--- src/hw/rtl/idll_pkg.sv ---
// shared types and constants of the indexed doubly linked list
`default_nettype none

package idll_pkg;

  // active slot register
  localparam int unsigned ACT_W = 9;
  localparam logic [ACT_W-1:0] ACT_RESET = 9'd256;

  // request modes
  typedef enum logic [2:0] {
    MODE_PUSH_BACK  = 3'd0,
    MODE_PUSH_FRONT = 3'd1,
    MODE_POP_BACK   = 3'd2,
    MODE_POP_FRONT  = 3'd3,
    MODE_MOVE_BACK  = 3'd4,
    MODE_MOVE_FRONT = 3'd5,
    MODE_CLEAR      = 3'd6
  } mode_t;

  // result status codes
  typedef enum logic [1:0] {
    STATUS_DONE    = 2'd0,
    STATUS_NO_FREE = 2'd1,
    STATUS_EMPTY   = 2'd2
  } status_t;

  // request and result payloads
  typedef struct packed {
    logic [2:0] mode;
    logic [7:0] target_slot;
  } in_req_t;

  typedef struct packed {
    logic [1:0] status;
    logic [7:0] slot;
    logic [7:0] front_slot;
    logic [7:0] back_slot;
    logic       list_empty;
    logic       pool_full;
  } out_rsp_t;

  // operand sources for link addresses, link data and index registers
  typedef enum logic [2:0] {
    LS_NIL,
    LS_IDX,
    LS_P,
    LS_Q,
    LS_BACK,
    LS_FRONT,
    LS_FREE
  } link_sel_t;

  // source of the working slot index
  typedef enum logic [1:0] {
    IS_FREE,
    IS_BACK,
    IS_FRONT,
    IS_TARGET
  } idx_sel_t;

  // source of the result slot field
  typedef enum logic [1:0] {
    SS_ZERO,
    SS_IDX,
    SS_TARGET
  } slot_sel_t;

  typedef struct packed {
    logic      en;
    link_sel_t addr;
    link_sel_t data;
  } wr_cmd_t;

  typedef struct packed {
    logic      en;
    link_sel_t src;
  } reg_cmd_t;

  // controller to datapath commands
  typedef struct packed {
    logic      load;
    logic      rd_en;
    idx_sel_t  idx_src;
    logic      clr_init;
    logic      sweep;
    wr_cmd_t   prev_wr;
    wr_cmd_t   next_wr;
    reg_cmd_t  front_upd;
    reg_cmd_t  back_upd;
    reg_cmd_t  free_upd;
    logic      out_load;
    status_t   out_status;
    slot_sel_t out_slot;
  } dp_cmd_t;

  // datapath to controller status
  typedef struct packed {
    logic [2:0] mode;
    logic       free_nil;
    logic       front_nil;
    logic       back_nil;
    logic       p_nil;
    logic       q_nil;
    logic       tgt_oor;
    logic       sweep_done;
    logic       out_hold;
  } dp_stat_t;

  // controller states
  typedef enum logic [2:0] {
    ST_INIT,
    ST_IDLE,
    ST_READ,
    ST_W1,
    ST_W2,
    ST_W3,
    ST_CLEAR,
    ST_DONE
  } state_t;

endpackage

`default_nettype wire

--- src/hw/rtl/idll_ctrl.sv ---
// command sequencer of the indexed doubly linked list
`default_nettype none

module idll_ctrl (
  input  logic                clk,
  input  logic                rst_n,
  input  logic                in_valid,
  output logic                in_ready,
  input  idll_pkg::dp_stat_t  stat,
  output idll_pkg::dp_cmd_t   cmd
);

  idll_pkg::state_t    state_r, state_nxt;
  idll_pkg::status_t   status_r, status_nxt;
  idll_pkg::slot_sel_t slot_r, slot_nxt;

  function automatic idll_pkg::wr_cmd_t wr(input idll_pkg::link_sel_t a,
                                           input idll_pkg::link_sel_t d);
    wr = '{1'b1, a, d};
  endfunction

  function automatic idll_pkg::reg_cmd_t upd(input idll_pkg::link_sel_t s);
    upd = '{1'b1, s};
  endfunction

  // state register
  always_ff @(posedge clk) begin
    if (!rst_n) begin
      state_r <= idll_pkg::ST_INIT;
    end else begin
      state_r <= state_nxt;
    end
  end

  // result status held until the result is loaded
  always_ff @(posedge clk) begin
    status_r <= status_nxt;
    slot_r   <= slot_nxt;
  end

  // next state and commands
  always_comb begin
    state_nxt      = state_r;
    status_nxt     = status_r;
    slot_nxt       = slot_r;
    cmd            = '0;
    cmd.out_status = status_r;
    cmd.out_slot   = slot_r;
    in_ready       = 1'b0;
    unique case (state_r)
      idll_pkg::ST_INIT: begin
        if (stat.sweep_done) begin
          state_nxt = idll_pkg::ST_IDLE;
        end else begin
          cmd.sweep = 1'b1;
        end
      end
      idll_pkg::ST_IDLE: begin
        in_ready = 1'b1;
        if (in_valid) begin
          cmd.load  = 1'b1;
          state_nxt = idll_pkg::ST_READ;
        end
      end
      // pick the working slot, check empty, full or range, read its links, or start a clear
      idll_pkg::ST_READ: begin
        status_nxt = idll_pkg::STATUS_DONE;
        slot_nxt   = idll_pkg::SS_ZERO;
        state_nxt  = idll_pkg::ST_DONE;
        unique case (stat.mode) inside
          idll_pkg::MODE_PUSH_BACK, idll_pkg::MODE_PUSH_FRONT: begin
            if (stat.free_nil) begin
              status_nxt = idll_pkg::STATUS_NO_FREE;
            end else begin
              cmd.idx_src = idll_pkg::IS_FREE;
              cmd.rd_en   = 1'b1;
              slot_nxt    = idll_pkg::SS_IDX;
              state_nxt   = idll_pkg::ST_W1;
            end
          end
          idll_pkg::MODE_POP_BACK: begin
            if (stat.front_nil || stat.back_nil) begin
              status_nxt = idll_pkg::STATUS_EMPTY;
            end else begin
              cmd.idx_src = idll_pkg::IS_BACK;
              cmd.rd_en   = 1'b1;
              slot_nxt    = idll_pkg::SS_IDX;
              state_nxt   = idll_pkg::ST_W1;
            end
          end
          idll_pkg::MODE_POP_FRONT: begin
            if (stat.front_nil) begin
              status_nxt = idll_pkg::STATUS_EMPTY;
            end else begin
              cmd.idx_src = idll_pkg::IS_FRONT;
              cmd.rd_en   = 1'b1;
              slot_nxt    = idll_pkg::SS_IDX;
              state_nxt   = idll_pkg::ST_W1;
            end
          end
          idll_pkg::MODE_MOVE_BACK, idll_pkg::MODE_MOVE_FRONT: begin
            slot_nxt = idll_pkg::SS_TARGET;
            if (!stat.tgt_oor) begin
              cmd.idx_src = idll_pkg::IS_TARGET;
              cmd.rd_en   = 1'b1;
              state_nxt   = idll_pkg::ST_W1;
            end
          end
          idll_pkg::MODE_CLEAR: begin
            cmd.clr_init = 1'b1;
            state_nxt    = idll_pkg::ST_CLEAR;
          end
          default: begin
          end
        endcase
      end
      // first link update, links of the working slot are on the ram outputs
      idll_pkg::ST_W1: begin
        state_nxt = idll_pkg::ST_DONE;
        unique case (stat.mode) inside
          idll_pkg::MODE_PUSH_BACK, idll_pkg::MODE_PUSH_FRONT: begin
            cmd.free_upd = upd(idll_pkg::LS_Q);
            if (stat.front_nil) begin
              cmd.prev_wr   = wr(idll_pkg::LS_IDX, idll_pkg::LS_NIL);
              cmd.next_wr   = wr(idll_pkg::LS_IDX, idll_pkg::LS_NIL);
              cmd.front_upd = upd(idll_pkg::LS_IDX);
              cmd.back_upd  = upd(idll_pkg::LS_IDX);
            end else if (stat.mode == idll_pkg::MODE_PUSH_BACK) begin
              cmd.next_wr = wr(idll_pkg::LS_BACK, idll_pkg::LS_IDX);
              cmd.prev_wr = wr(idll_pkg::LS_IDX, idll_pkg::LS_BACK);
              state_nxt   = idll_pkg::ST_W2;
            end else begin
              cmd.prev_wr = wr(idll_pkg::LS_FRONT, idll_pkg::LS_IDX);
              cmd.next_wr = wr(idll_pkg::LS_IDX, idll_pkg::LS_FRONT);
              state_nxt   = idll_pkg::ST_W2;
            end
          end
          idll_pkg::MODE_POP_BACK: begin
            cmd.next_wr  = wr(idll_pkg::LS_IDX, idll_pkg::LS_FREE);
            cmd.free_upd = upd(idll_pkg::LS_IDX);
            if (stat.p_nil) begin
              cmd.front_upd = upd(idll_pkg::LS_NIL);
              cmd.back_upd  = upd(idll_pkg::LS_NIL);
            end else begin
              state_nxt = idll_pkg::ST_W2;
            end
          end
          idll_pkg::MODE_POP_FRONT: begin
            cmd.next_wr  = wr(idll_pkg::LS_IDX, idll_pkg::LS_FREE);
            cmd.free_upd = upd(idll_pkg::LS_IDX);
            if (stat.q_nil) begin
              cmd.front_upd = upd(idll_pkg::LS_NIL);
              cmd.back_upd  = upd(idll_pkg::LS_NIL);
            end else begin
              cmd.prev_wr   = wr(idll_pkg::LS_Q, idll_pkg::LS_NIL);
              cmd.front_upd = upd(idll_pkg::LS_Q);
            end
          end
          idll_pkg::MODE_MOVE_BACK: begin
            // already at the back: nothing to do
            if (!stat.q_nil) begin
              cmd.prev_wr = wr(idll_pkg::LS_Q, idll_pkg::LS_P);
              cmd.next_wr = wr(idll_pkg::LS_P, idll_pkg::LS_Q);
              if (stat.p_nil) begin
                cmd.front_upd = upd(idll_pkg::LS_Q);
              end
              state_nxt = idll_pkg::ST_W2;
            end
          end
          idll_pkg::MODE_MOVE_FRONT: begin
            // already at the front: nothing to do
            if (!stat.p_nil) begin
              cmd.next_wr = wr(idll_pkg::LS_P, idll_pkg::LS_Q);
              cmd.prev_wr = wr(idll_pkg::LS_Q, idll_pkg::LS_P);
              if (stat.q_nil) begin
                cmd.back_upd = upd(idll_pkg::LS_P);
              end
              state_nxt = idll_pkg::ST_W2;
            end
          end
          default: begin
          end
        endcase
      end
      // second link update
      idll_pkg::ST_W2: begin
        state_nxt = idll_pkg::ST_DONE;
        unique case (stat.mode) inside
          idll_pkg::MODE_PUSH_BACK: begin
            cmd.next_wr  = wr(idll_pkg::LS_IDX, idll_pkg::LS_NIL);
            cmd.back_upd = upd(idll_pkg::LS_IDX);
          end
          idll_pkg::MODE_PUSH_FRONT: begin
            cmd.prev_wr   = wr(idll_pkg::LS_IDX, idll_pkg::LS_NIL);
            cmd.front_upd = upd(idll_pkg::LS_IDX);
          end
          idll_pkg::MODE_POP_BACK: begin
            cmd.next_wr  = wr(idll_pkg::LS_P, idll_pkg::LS_NIL);
            cmd.back_upd = upd(idll_pkg::LS_P);
          end
          idll_pkg::MODE_MOVE_BACK: begin
            cmd.prev_wr = wr(idll_pkg::LS_IDX, idll_pkg::LS_BACK);
            cmd.next_wr = wr(idll_pkg::LS_BACK, idll_pkg::LS_IDX);
            state_nxt   = idll_pkg::ST_W3;
          end
          idll_pkg::MODE_MOVE_FRONT: begin
            cmd.prev_wr = wr(idll_pkg::LS_FRONT, idll_pkg::LS_IDX);
            cmd.next_wr = wr(idll_pkg::LS_IDX, idll_pkg::LS_FRONT);
            state_nxt   = idll_pkg::ST_W3;
          end
          default: begin
          end
        endcase
      end
      // last link update of a move
      idll_pkg::ST_W3: begin
        state_nxt = idll_pkg::ST_DONE;
        if (stat.mode == idll_pkg::MODE_MOVE_BACK) begin
          cmd.next_wr  = wr(idll_pkg::LS_IDX, idll_pkg::LS_NIL);
          cmd.back_upd = upd(idll_pkg::LS_IDX);
        end else begin
          cmd.prev_wr   = wr(idll_pkg::LS_IDX, idll_pkg::LS_NIL);
          cmd.front_upd = upd(idll_pkg::LS_IDX);
        end
      end
      idll_pkg::ST_CLEAR: begin
        if (stat.sweep_done) begin
          state_nxt = idll_pkg::ST_DONE;
        end else begin
          cmd.sweep = 1'b1;
        end
      end
      // hand the result to the output register once it is free
      idll_pkg::ST_DONE: begin
        if (!stat.out_hold) begin
          cmd.out_load = 1'b1;
          state_nxt    = idll_pkg::ST_IDLE;
        end
      end
      default: begin
        state_nxt = idll_pkg::ST_IDLE;
      end
    endcase
  end

endmodule

`default_nettype wire

--- config.mk ---
export PLATFORM = sky130hd
export DESIGN_NAME = idll_ctrl
export DESIGN_NICKNAME = d
export VERILOG_FILES = /design/src/hw/rtl/idll_pkg.sv /design/src/hw/rtl/idll_ctrl.sv
export SDC_FILE = /design/constraint.sdc
export NUM_CORES = 1
export LEC_CHECK = 0
export ABC_AREA = 1
export BUFFER_PORTS_ARGS = -buffer_cell sky130_fd_sc_hd__buf_2
export CORE_UTILIZATION = 25
export DETAILED_ROUTE_END_ITERATION = 8
export GPL_ROUTABILITY_DRIVEN = 0
export SYNTH_ARGS = -nofsm -noshare
export SYNTH_HDL_FRONTEND = slang
export SYNTH_SLANG_ARGS = --single-unit
--- constraint.sdc ---
create_clock -name clk -period 1.53 [get_ports clk]
set_input_delay 0.153 -clock clk [delete_from_list [all_inputs] [get_ports clk]]
set_output_delay 0.153 -clock clk [all_outputs]
set_load 0.03 [all_outputs]
==> results of run 1 <==
==> worst paths after layout <==
kind                            slack, ns       start  cells past startpoint    endpoint
worst max register to register       0.22  state_r[0]                      9  state_r[2]
worst max-delay path               -0.002  state_r[1]                      6     cmd[23]
worst min-delay path                 0.16       rst_n                      3  state_r[0]
worst min register to register       0.58  state_r[1]                      2  state_r[1]
==> cells in the mapped netlist, drive strengths merged <==
cell type  number
nor2           28
o22ai           3
a31oi           4
o21ai           7
dfxtp           3
nand4           3
o21bai          1
o31ai           1
inv            31
nand2          45
buf             8
nor3            4
edfxtp          4
clkinv          1
conb            1
nand3          12
a21oi           9
==> layer usage <==
| layer | global-route usage | vias to the layer above |
|---|---|---|
| met2 | 0.251 | 55 |
| met1 | 0.217 | 554 |
| met4 | 0.0417 | 0 |
| met5 | 0 | - |
| li1 | - | 636 |
| met3 | 0.0211 | 3 |
==> state kept, by name, summed over array words and instances (netlist names) <==
signal    flops
slot_r        2
state_r       3
status_r      2
==> cell usage in the layout (no fill, tap or decap), types with 7 or more instances in the layout <==
cell type  synthesis  routed
inv_2              6      10
nor2_1            22      16
nand2_1           38      34
nor2_4             4      10
buf_6              1      11
buf_4              7      20
inv_1             24      19
nand2_2            5       8
buf_2              0      22
nand3_1            9       7
==> per-stage QoR <==
| step | TNS, ns | setup slack (ns) | util | instances |
|---|---|---|---|---|
| after floorplan | -0.945 | -0.168 | - | 167 |
| after global placement | -0.00148 | -0.00148 | 0.354 | 262 |
| after detailed placement | -0.00144 | -0.000857 | 0.354 | 262 |
| after CTS | -0.0437 | -0.0195 | 0.409 | 269 |
| after global routing | -0.728 | -0.0926 | 0.434 | 270 |
| final | -0.00237 | -0.00237 | 0.434 | 270 |
==> power by group <==
part / internal, W / switching [W] / leakage, nW
logic: 0.000475 / 0.000848 / 0.763
clock network: 0.000180 / 0.0000782 / 0.0228
registers: 0.000290 / 0.0000890 / 0.0640
==> cell type report <==
cell class              instances  area, um^2
multi-input cells             120         759
flip-flops and latches          7         191
inverters                      32         128
clock buffers                   4        45.0
well taps                      48        60.1
fillers                       394        2100
repair buffers                 59         429
==> worst min-delay path, stage by stage <==
cell	delay, ns
buf_2	0.11
nand2_1	0.06
a21oi_1	0.03
==> logic make-up after synthesis <==
family                 share of synthesized area
other                                    0.00382
flip-flops                                 0.183
buffers and inverters                      0.190
AND/OR/NAND/NOR                            0.466
AO/OA/AOI/OAI                              0.157
==> timing repair <==
item                       CTS  global route
cloned                       0             0
pin swaps                    4             5
gates resized for setup     46            32
hold endpoints to repair     0             0
buffers inserted             3             1
setup endpoints to repair   23            25
==> results.py, run 1 <==
metrics = {
    "worst_setup_path": {
        "path_buf_inv": 2,
        "startpoint_type": "flop",
        "critPathTopFamily": "flip-flops",
        "worstPathCellList": "nor2_2 -> nand2_2 -> inv_2 -> a31oi_1 -> nand3_1 -> buf_6",
        "cp.required_ns": 1.38,
        "slowest_stage": "dfxtp_4",
        "slowest_delay_ns": 0.39,
        "critPathArrivalTime_ns": 1.38,
        "cp-end-kind": "output port",
        "crit_type": "reg2out",
        "path_max_fanout": 7,
    },
    "place": {
        "placed_area_um2": 1310,
        "hpwl_um": 2520,
        "port-buffer-count": 48,
    },
    "drt": {
        "drt-vias-per-instance": 4.62,
        "ant_nets": 0,
        "dr_wl_met3_um": 233,
        "vias": 1248,
        "drt_iter0_markers": 65,
        "wl_per_cell_um": 11.8,
        "drcViolationCount": 0,
        "top_layer": "met4",
        "routed_wl_um": 3190,
        "dr_wl_met2_um": 1570,
        "dr.pass1.iters": 4,
        "met1_length_um": 1370,
    },
    "cts": {
        "clkTransAtPathRegs_ns": 0.04,
        "numCtsBuffers": 3,
        "cts_buffer_depth": 2,
        "root_buffer": "clkbuf_8",
        "cts_tree": "yes",
        "cts_max_level": 1,
        "clk-insertion-delay-late_ns": 0.23,
        "cts_hold_buf": 0,
        "clkSinkCount": 7,
    },
    "outcome": {
        "run_status": "finished, violations left",
        "violations": "setup timing",
    },
    "sta": {
        "skew_ns": 0.00585,
        "fmax_mhz": 653,
        "holdWs_ns": 0.161,
        "rsz0062_at_grt": "yes",
        "hold_viol": 0,
        "fin_crit_ns": 1.53,
        "drv_slew": 0,
        "finalSetupViolations": 1,
        "fin_crit_sh": 1.00,
        "layout_setup_ws_ns": -0.00237,
    },
    "synth": {
        "synth_cell_types": 29,
        "postSynthAreaPerCell_um2": 5.95,
        "synth-seq-area-share": 0.183,
        "netlist_instances": 165,
        "synthTopCellsByArea": "nand2_1 15%, edfxtp_1 12%, inv_1 9.2%",
        "yosysWarnings": 0,
        "ys_seq_elements": 7,
        "syn-cell-area_um2": 982,
        "synth_top_cell_by_area": "nand2_1",
        "netlist.area_leader.share": 0.145,
    },
    "floorplan": {
        "die_h_um": 64.7,
        "io_pins": 52,
        "dieArea_um2": 4180,
        "core_um2": 3720,
        "rows": 22,
        "die_w_um": 64.7,
        "start_util": 0.264,
    },
    "cells_and_area": {
        "nNetsFinal": 237,
        "area_growth_pct": 64.2,
        "final_cell_area_um2": 1610,
        "drive_above_1_share": 0.523,
        "n_antenna_cell": 0,
    },
    "pwr": {
        "powerDensity_nw_per_um2": 1220,
        "vdd_drop_max_uv": 371,
        "leakage_nw": 0.850,
        "power.total_w": 0.00196,
    },
    "global_route": {
        "track_usage": 0.157,
        "grt.overflow.total": 0,
        "grt_pass1_wl_um": 5090,
        "grt_max_degree": 10,
        "grt_pass1_vias": 1093,
        "antenna_found_initial": 0,
    },
    "run": {
        "max_cap_viol_count": 0,
    },
    "hold_path": {
        "hold_path_class": "in2reg",
    },
}
Power figures use the tool's default switching activity.
==> run 2, diff against run 1 <==
- ABC_AREA: 1 -> default
==> run 2 against run 1 <==
Effect of this change:
- the flow still finishes with violations (setup timing)
- register-to-register slack better by 0.09 ns
- cell count down 3.3%
- die area up 5.9%
- flip-flop and latch count unchanged
- global-route usage down 1.4 points
- first-iteration DRC count down 31%
- area after synthesis up 6.1%
- critical endpoint is now cmd[27]
- largest power group unchanged
==> results.py, run 2 <==
metrics = {
    "outcome": {
        "run_status": "finished, violations left",
        "violations": "setup timing",
    },
    "worst_setup_path": {
        "crit_type": "reg2out",
        "cp.required_ns": 1.38,
        "rrSetupSlack_ns": 0.31,
        "r2r-end": "state_r[0]",
        "slowest_delay_ns": 0.36,
        "slowest_stage": "dfxtp_4",
        "startpoint_type": "flop",
        "critPathTopFamily": "buffers and inverters",
        "reg2reg_depth": 5,
        "path_max_fanout": 8,
        "worstPathCellList": "nand3b_4 -> buf_12 -> buf_4 -> o21ai_4 -> buf_6",
        "cp-end-kind": "output port",
        "path_buf_inv": 3,
        "r2r-start": "state_r[2]",
        "critPathArrivalTime_ns": 1.40,
    },
    "cts": {
        "clk-insertion-delay-late_ns": 0.22,
        "cts_hold_buf": 0,
        "clkSinkCount": 7,
        "numCtsBuffers": 3,
        "root_buffer": "clkbuf_8",
        "cts_buffer_depth": 2,
        "cts_tree": "yes",
        "cts_max_level": 1,
        "clkTransAtPathRegs_ns": 0.04,
    },
    "drt": {
        "drt_iter0_markers": 45,
        "routed_wl_um": 3150,
        "wl_per_cell_um": 12.1,
        "ant_nets": 0,
        "drt-vias-per-instance": 4.81,
        "vias": 1256,
        "dr.pass1.iters": 4,
        "drcViolationCount": 0,
    },
    "place": {
        "place_inst": 253,
        "hpwl_um": 2470,
        "port-buffer-count": 48,
    },
    "sta": {
        "skew_ns": 0.000303,
        "fin_crit_ns": 1.55,
        "hold_viol": 0,
        "fin_crit_sh": 1.01,
        "layout_setup_ws_ns": -0.0199,
        "finalSetupViolations": 3,
        "drv_slew": 0,
        "fmax_mhz": 645,
        "rsz0062_at_grt": "yes",
    },
    "pwr": {
        "net-switching-power_w": 0.000280,
        "power.total_w": 0.000795,
        "p_int_w": 0.000516,
        "clockPowerShare": 0.325,
        "p_comb_frac": 0.406,
        "leakage_nw": 0.834,
        "powerDensity_nw_per_um2": 457,
        "power_frac_seq": 0.269,
        "p_sw_frac": 0.352,
        "vdd_drop_max_uv": 266,
    },
    "floorplan": {
        "core_um2": 4000,
        "io_pins": 52,
        "dieArea_um2": 4430,
        "die_w_um": 66.6,
        "die_h_um": 66.6,
        "rows": 23,
        "start_util": 0.261,
    },
    "cells_and_area": {
        "final_common_cell": "buf_4",
        "final_cell_mix": "31 x buf_4, 25 x buf_2, 14 x nand2_1, 14 x nor2_1",
        "final_cells": 261,
        "n_antenna_cell": 0,
        "fill_cells": 406,
        "largest_reg_flops": 3,
        "registers.top_by_ff_count": "state_r",
        "drive_above_1_share": 0.550,
        "nNetsFinal": 226,
        "top_regs": "state_r (3), slot_r (2), status_r (2)",
        "area_growth_pct": 67.1,
    },
    "synth": {
        "synth_cell_types": 44,
        "syn-cell-area_um2": 1040,
        "synth-main-ff-cell": "edfxtp_1",
        "synth_top_cell_by_area": "edfxtp_1",
        "yosysWarnings": 0,
        "yosysMostFrequentCell": "nor2_1",
        "netlist.area_leader.share": 0.115,
        "postSynthAreaPerCell_um2": 6.99,
        "async_reset_ff_frac": 0,
        "netlist_instances": 149,
        "ys_seq_elements": 7,
        "synth_edf_count": 4,
        "synthTopCellsByCount": "19 x nor2_1, 16 x nand2_1, 14 x a21oi_1",
        "synth-seq-area-share": 0.173,
        "synthTopCellsByArea": "edfxtp_1 12%, buf_4 7.9%, nor2_1 6.8%",
    },
    "global_route": {
        "grt_pass1_vias": 1063,
        "grt_max_degree": 20,
        "track_usage": 0.143,
        "grt.overflow.total": 0,
        "grt_pass1_wl_um": 4850,
        "antenna_found_initial": 0,
    },
    "hold_path": {
        "min_path_cells": 3,
        "hold_path_class": "in2reg",
        "hold-path-endpoint": "state_r[0]",
        "worstHoldStart": "rst_n",
    },
    "run": {
        "max_cap_viol_count": 0,
    },
}
## run 2: cell types whose count changed after synthesis, moves of 4 or more
cell / delta
nand2_1: -22
inv_1: -18
a21oi_1: +7
nand2b_1: +7
nand3_1: -6
o21ai_1: +6
nand2_2: -5
buf_4: +4
inv_2: -4
nor2_4: -4
nor2b_1: +4
nor3_1: +4
## run 2: cell families (layout without fill, tap and decap cells)
group | Yosys count | in the layout | synth area share
XOR/XNOR | 1 | 1 | 0.00840
buffers and inverters | 25 | 85 | 0.155
AND/OR/NAND/NOR | 68 | 68 | 0.351
other | 1 | 3 | 0.00360
AO/OA/AOI/OAI | 46 | 46 | 0.300
flip-flops | 7 | 7 | 0.173
multiplexers | 1 | 1 | 0.00960
## run 2: area by class of cell
| class | instances | area [um^2] | share of cell area |
|---|---|---|---|
| Timing Repair Buffer | 73 | 556 | 0.319 |
| Inverter | 8 | 30.0 | 0.0172 |
| Tap cell | 50 | 62.6 | 0.0359 |
| Clock buffer | 4 | 45.0 | 0.0259 |
| Sequential cell | 7 | 191 | 0.110 |
| Multi-Input combinational cell | 119 | 857 | 0.492 |
## run 2: worst reg2reg max path, cell delays in order (launching register included)
cell      delay (ns)
dfxtp_4         0.36
nor2b_2         0.17
buf_4           0.14
nor4_4          0.25
buf_4           0.16
a211oi_2        0.03
## run 2: stage by stage
stage	TNS [ns]	area (um^2)	setup WS, ns	hold slack [ns]	utilization
finish	-0.0506	1740	-0.0199	0.177	0.435
CTS	-0.289	1610	-0.0595	0.178	0.403
global route	-0.643	1740	-0.0659	0.178	0.435
global placement	0	1430	0.0576	0.423	0.358
floorplan	-0.388	1080	-0.160	0.281	-
detailed placement	0	1430	0.0467	0.425	0.358
## run 2: power groups by stage
stage | Clock (W) | Sequential, W | Combinational, W
after floorplan | 0 | 0.000217 | 0.000194
after global placement | 0 | 0.000216 | 0.000279
after detailed placement | 0 | 0.000216 | 0.000279
after CTS | 0.000267 | 0.000213 | 0.000297
after global routing | 0.000285 | 0.000215 | 0.000347
final | 0.000258 | 0.000214 | 0.000323
## run 2: metal layers
layer | track usage | vias up | wire length (um)
met2 | 0.221 | 53 | 1400
met5 | 0 | - | 0
met1 | 0.195 | 566 | 1530
li1 | - | 635 | -
met4 | 0.0399 | 0 | 22
met3 | 0.0325 | 2 | 202
## run 2: repair_timing
action,in CTS,in global routing
resized for setup,38,30
setup buffers,2,2
setup endpoints to repair,20,22
gates cloned,0,0
pin swaps,3,11
## run 2: how the worst max path moves through the flow
stage	end	slack, ns	cells after the start	from
after floorplan	cmd[22]	-0.16	5	state_r[2]
after global placement	cmd[13]	0.06	7	stat[9]
after detailed placement	cmd[12]	0.05	5	state_r[1]
after CTS	cmd[10]	-0.06	4	state_r[2]
after global routing	cmd[27]	-0.07	5	state_r[2]
final	cmd[27]	-0.02	5	state_r[2]
==> run 3, diff against run 2 <==
- CORE_UTILIZATION: 25 -> 34
- clock period: 1.53 -> 1.6 ns (I/O delays scaled with it)
==> run 3 against run 2 <==
Effect of this change:
- the run ends with DRC, setup timing left
- register-to-register slack improved by 0.02 ns
- hold slack got worse by 0.025 ns
- clock power fell by 35%
- critical endpoint is now cmd[14]
- sequential power fell by 4%
- die area fell by 26%
- flip-flop and latch count did not move
- largest power group unchanged
- routed wire length rose by 10%
- global-route usage rose by 5.2 points
- cell count fell by 9.6%
- non-clock buffer count fell by 6
- clock skew rose by 0.0063 ns
- power fell by 16%
==> results.py, run 3 (synthesis results as in run 2) <==
metrics = {
    "outcome": {
        "run_status": "finished, violations left",
        "violations": "DRC, setup timing",
    },
    "drt": {
        "dr.pass1.iters": 6,
        "ant_nets": 0,
        "routed_wl_um": 3480,
        "vias": 1304,
        "drt_iter0_markers": 82,
        "drcViolationCount": 5,
        "drt-vias-per-instance": 5.53,
        "wl_per_cell_um": 14.8,
    },
    "cells_and_area": {
        "final_cell_mix": "29 x buf_2, 26 x buf_4, 16 x nand2_1, 15 x nor2_1, 11 x a21oi_1",
        "top_regs": "state_r (3), slot_r (2), status_r (2)",
        "post-route-util": 0.578,
        "nNetsFinal": 220,
        "final_common_cell": "buf_2",
        "final_cells": 236,
        "largest_reg_flops": 3,
        "drive_above_1_share": 0.517,
        "area_growth_pct": 56.9,
        "n_antenna_cell": 0,
        "registers.top_by_ff_count": "state_r",
    },
    "place": {
        "place_inst": 226,
        "hpwl_um": 2380,
        "port-buffer-count": 48,
    },
    "cts": {
        "root_buffer": "clkbuf_4",
        "cts_max_level": 1,
        "clk-insertion-delay-late_ns": 0.26,
        "clkTransAtPathRegs_ns": 0.06,
        "cts_buffer_depth": 2,
        "cts_tree": "yes",
        "clkSinkCount": 7,
        "numCtsBuffers": 3,
    },
    "pwr": {
        "vdd_drop_max_uv": 252,
        "powerDensity_nw_per_um2": 406,
        "leakage_nw": 0.811,
    },
    "floorplan": {
        "die_h_um": 57.4,
        "rows": 19,
        "io_pins": 52,
        "start_util": 0.368,
        "core_um2": 2830,
        "die_w_um": 57.4,
        "dieArea_um2": 3290,
    },
    "global_route": {
        "antenna_found_initial": 0,
        "grt_pass1_wl_um": 5100,
        "grt.overflow.total": 0,
        "grt_pass1_vias": 1096,
        "track_usage": 0.195,
        "grt_max_degree": 23,
    },
    "sta": {
        "skew_ns": 0.00660,
        "fmax_mhz": 610,
        "layout_setup_ws_ns": -0.0396,
        "fin_crit_sh": 1.02,
        "holdWs_ns": 0.152,
        "hold_viol": 0,
        "rsz0062_at_grt": "yes",
        "finalSetupViolations": 6,
        "fin_crit_ns": 1.64,
        "drv_slew": 0,
    },
    "worst_setup_path": {
        "critPathArrivalTime_ns": 1.48,
        "path_max_fanout": 6,
        "slowest_stage": "dfxtp_4",
        "cp-end-kind": "output port",
        "crit_type": "reg2out",
        "worstPathCellList": "nand3b_4 -> bufbuf_16 -> a211oi_2 -> buf_4",
        "startpoint_type": "flop",
        "slowest_delay_ns": 0.36,
        "cp.required_ns": 1.44,
    },
    "hold_path": {
        "hold_path_class": "in2reg",
    },
    "run": {
        "max_cap_viol_count": 0,
    },
}
## run 3: cell types whose count changed in the layout (fill, tap and decap cells not counted), moves of 2 or more
cell,before,now
buf_2,25,29
buf_4,31,26
buf_6,12,9
clkbuf_8,3,0
nand2_1,14,16
nand2_2,2,0
o21ai_2,0,2
## run 3: critical path: cells and delay by family (launching register included)
family,cells,cell delay [ns]
compound gates,1,0.14
flops,1,0.36
buf+inv,2,0.50
simple gates,1,0.23
## run 3: final cells by class
class                      count  area (um^2)
clock buffer                   4         26.3
sequential                     7          189
tap                           31         38.8
inverter                       8         30.0
timing repair buffer          67          514
multi-input combinational    119          837
fill                         252         1190
## run 3: per-stage QoR
stage	instance area, um^2	TNS, ns	power, W	worst slack, ns
finish	1640	-0.159	0.000664	-0.0396
global route	1640	-1.24	0.000703	-0.0853
CTS	1520	-0.0951	0.000649	-0.0245
detailed placement	1350	0	0.000463	0.0858
global placement	1350	0	0.000459	0.108
floorplan	1070	-0.194	0.000393	-0.0971
## run 3: routing by layer
layer  track usage  routed length [um]  vias to the layer above
li1              -                   -                      627
met1         0.266                1470                      600
met2         0.312                1690                       69
met3        0.0408                 255                        8
met4        0.0488                  57                        0
met5             0                   0                        -
## run 3: what timing repair did
action,4_1_cts,5_1_grt
gates resized for setup,25,38
gates cloned,1,0
hold buffers,0,0
pin swaps,3,5
endpoints found under the setup margin,22,25
setup buffers,4,1
## run 3: power by group
group / switching (W) / internal [W]
registers: 0.0000105 / 0.000195
logic: 0.000183 / 0.000109
clock network: 0.0000714 / 0.0000956
total: 0.000265 / 0.000400
## run 3: worst paths after layout
check	from	end	slack, ns	cells after the start
max reg2reg	state_r[2]	state_r[0]	0.33	6
min reg2reg	state_r[2]	state_r[2]	0.73	3
min	rst_n	state_r[0]	0.15	3
max	state_r[2]	cmd[14]	-0.04	4
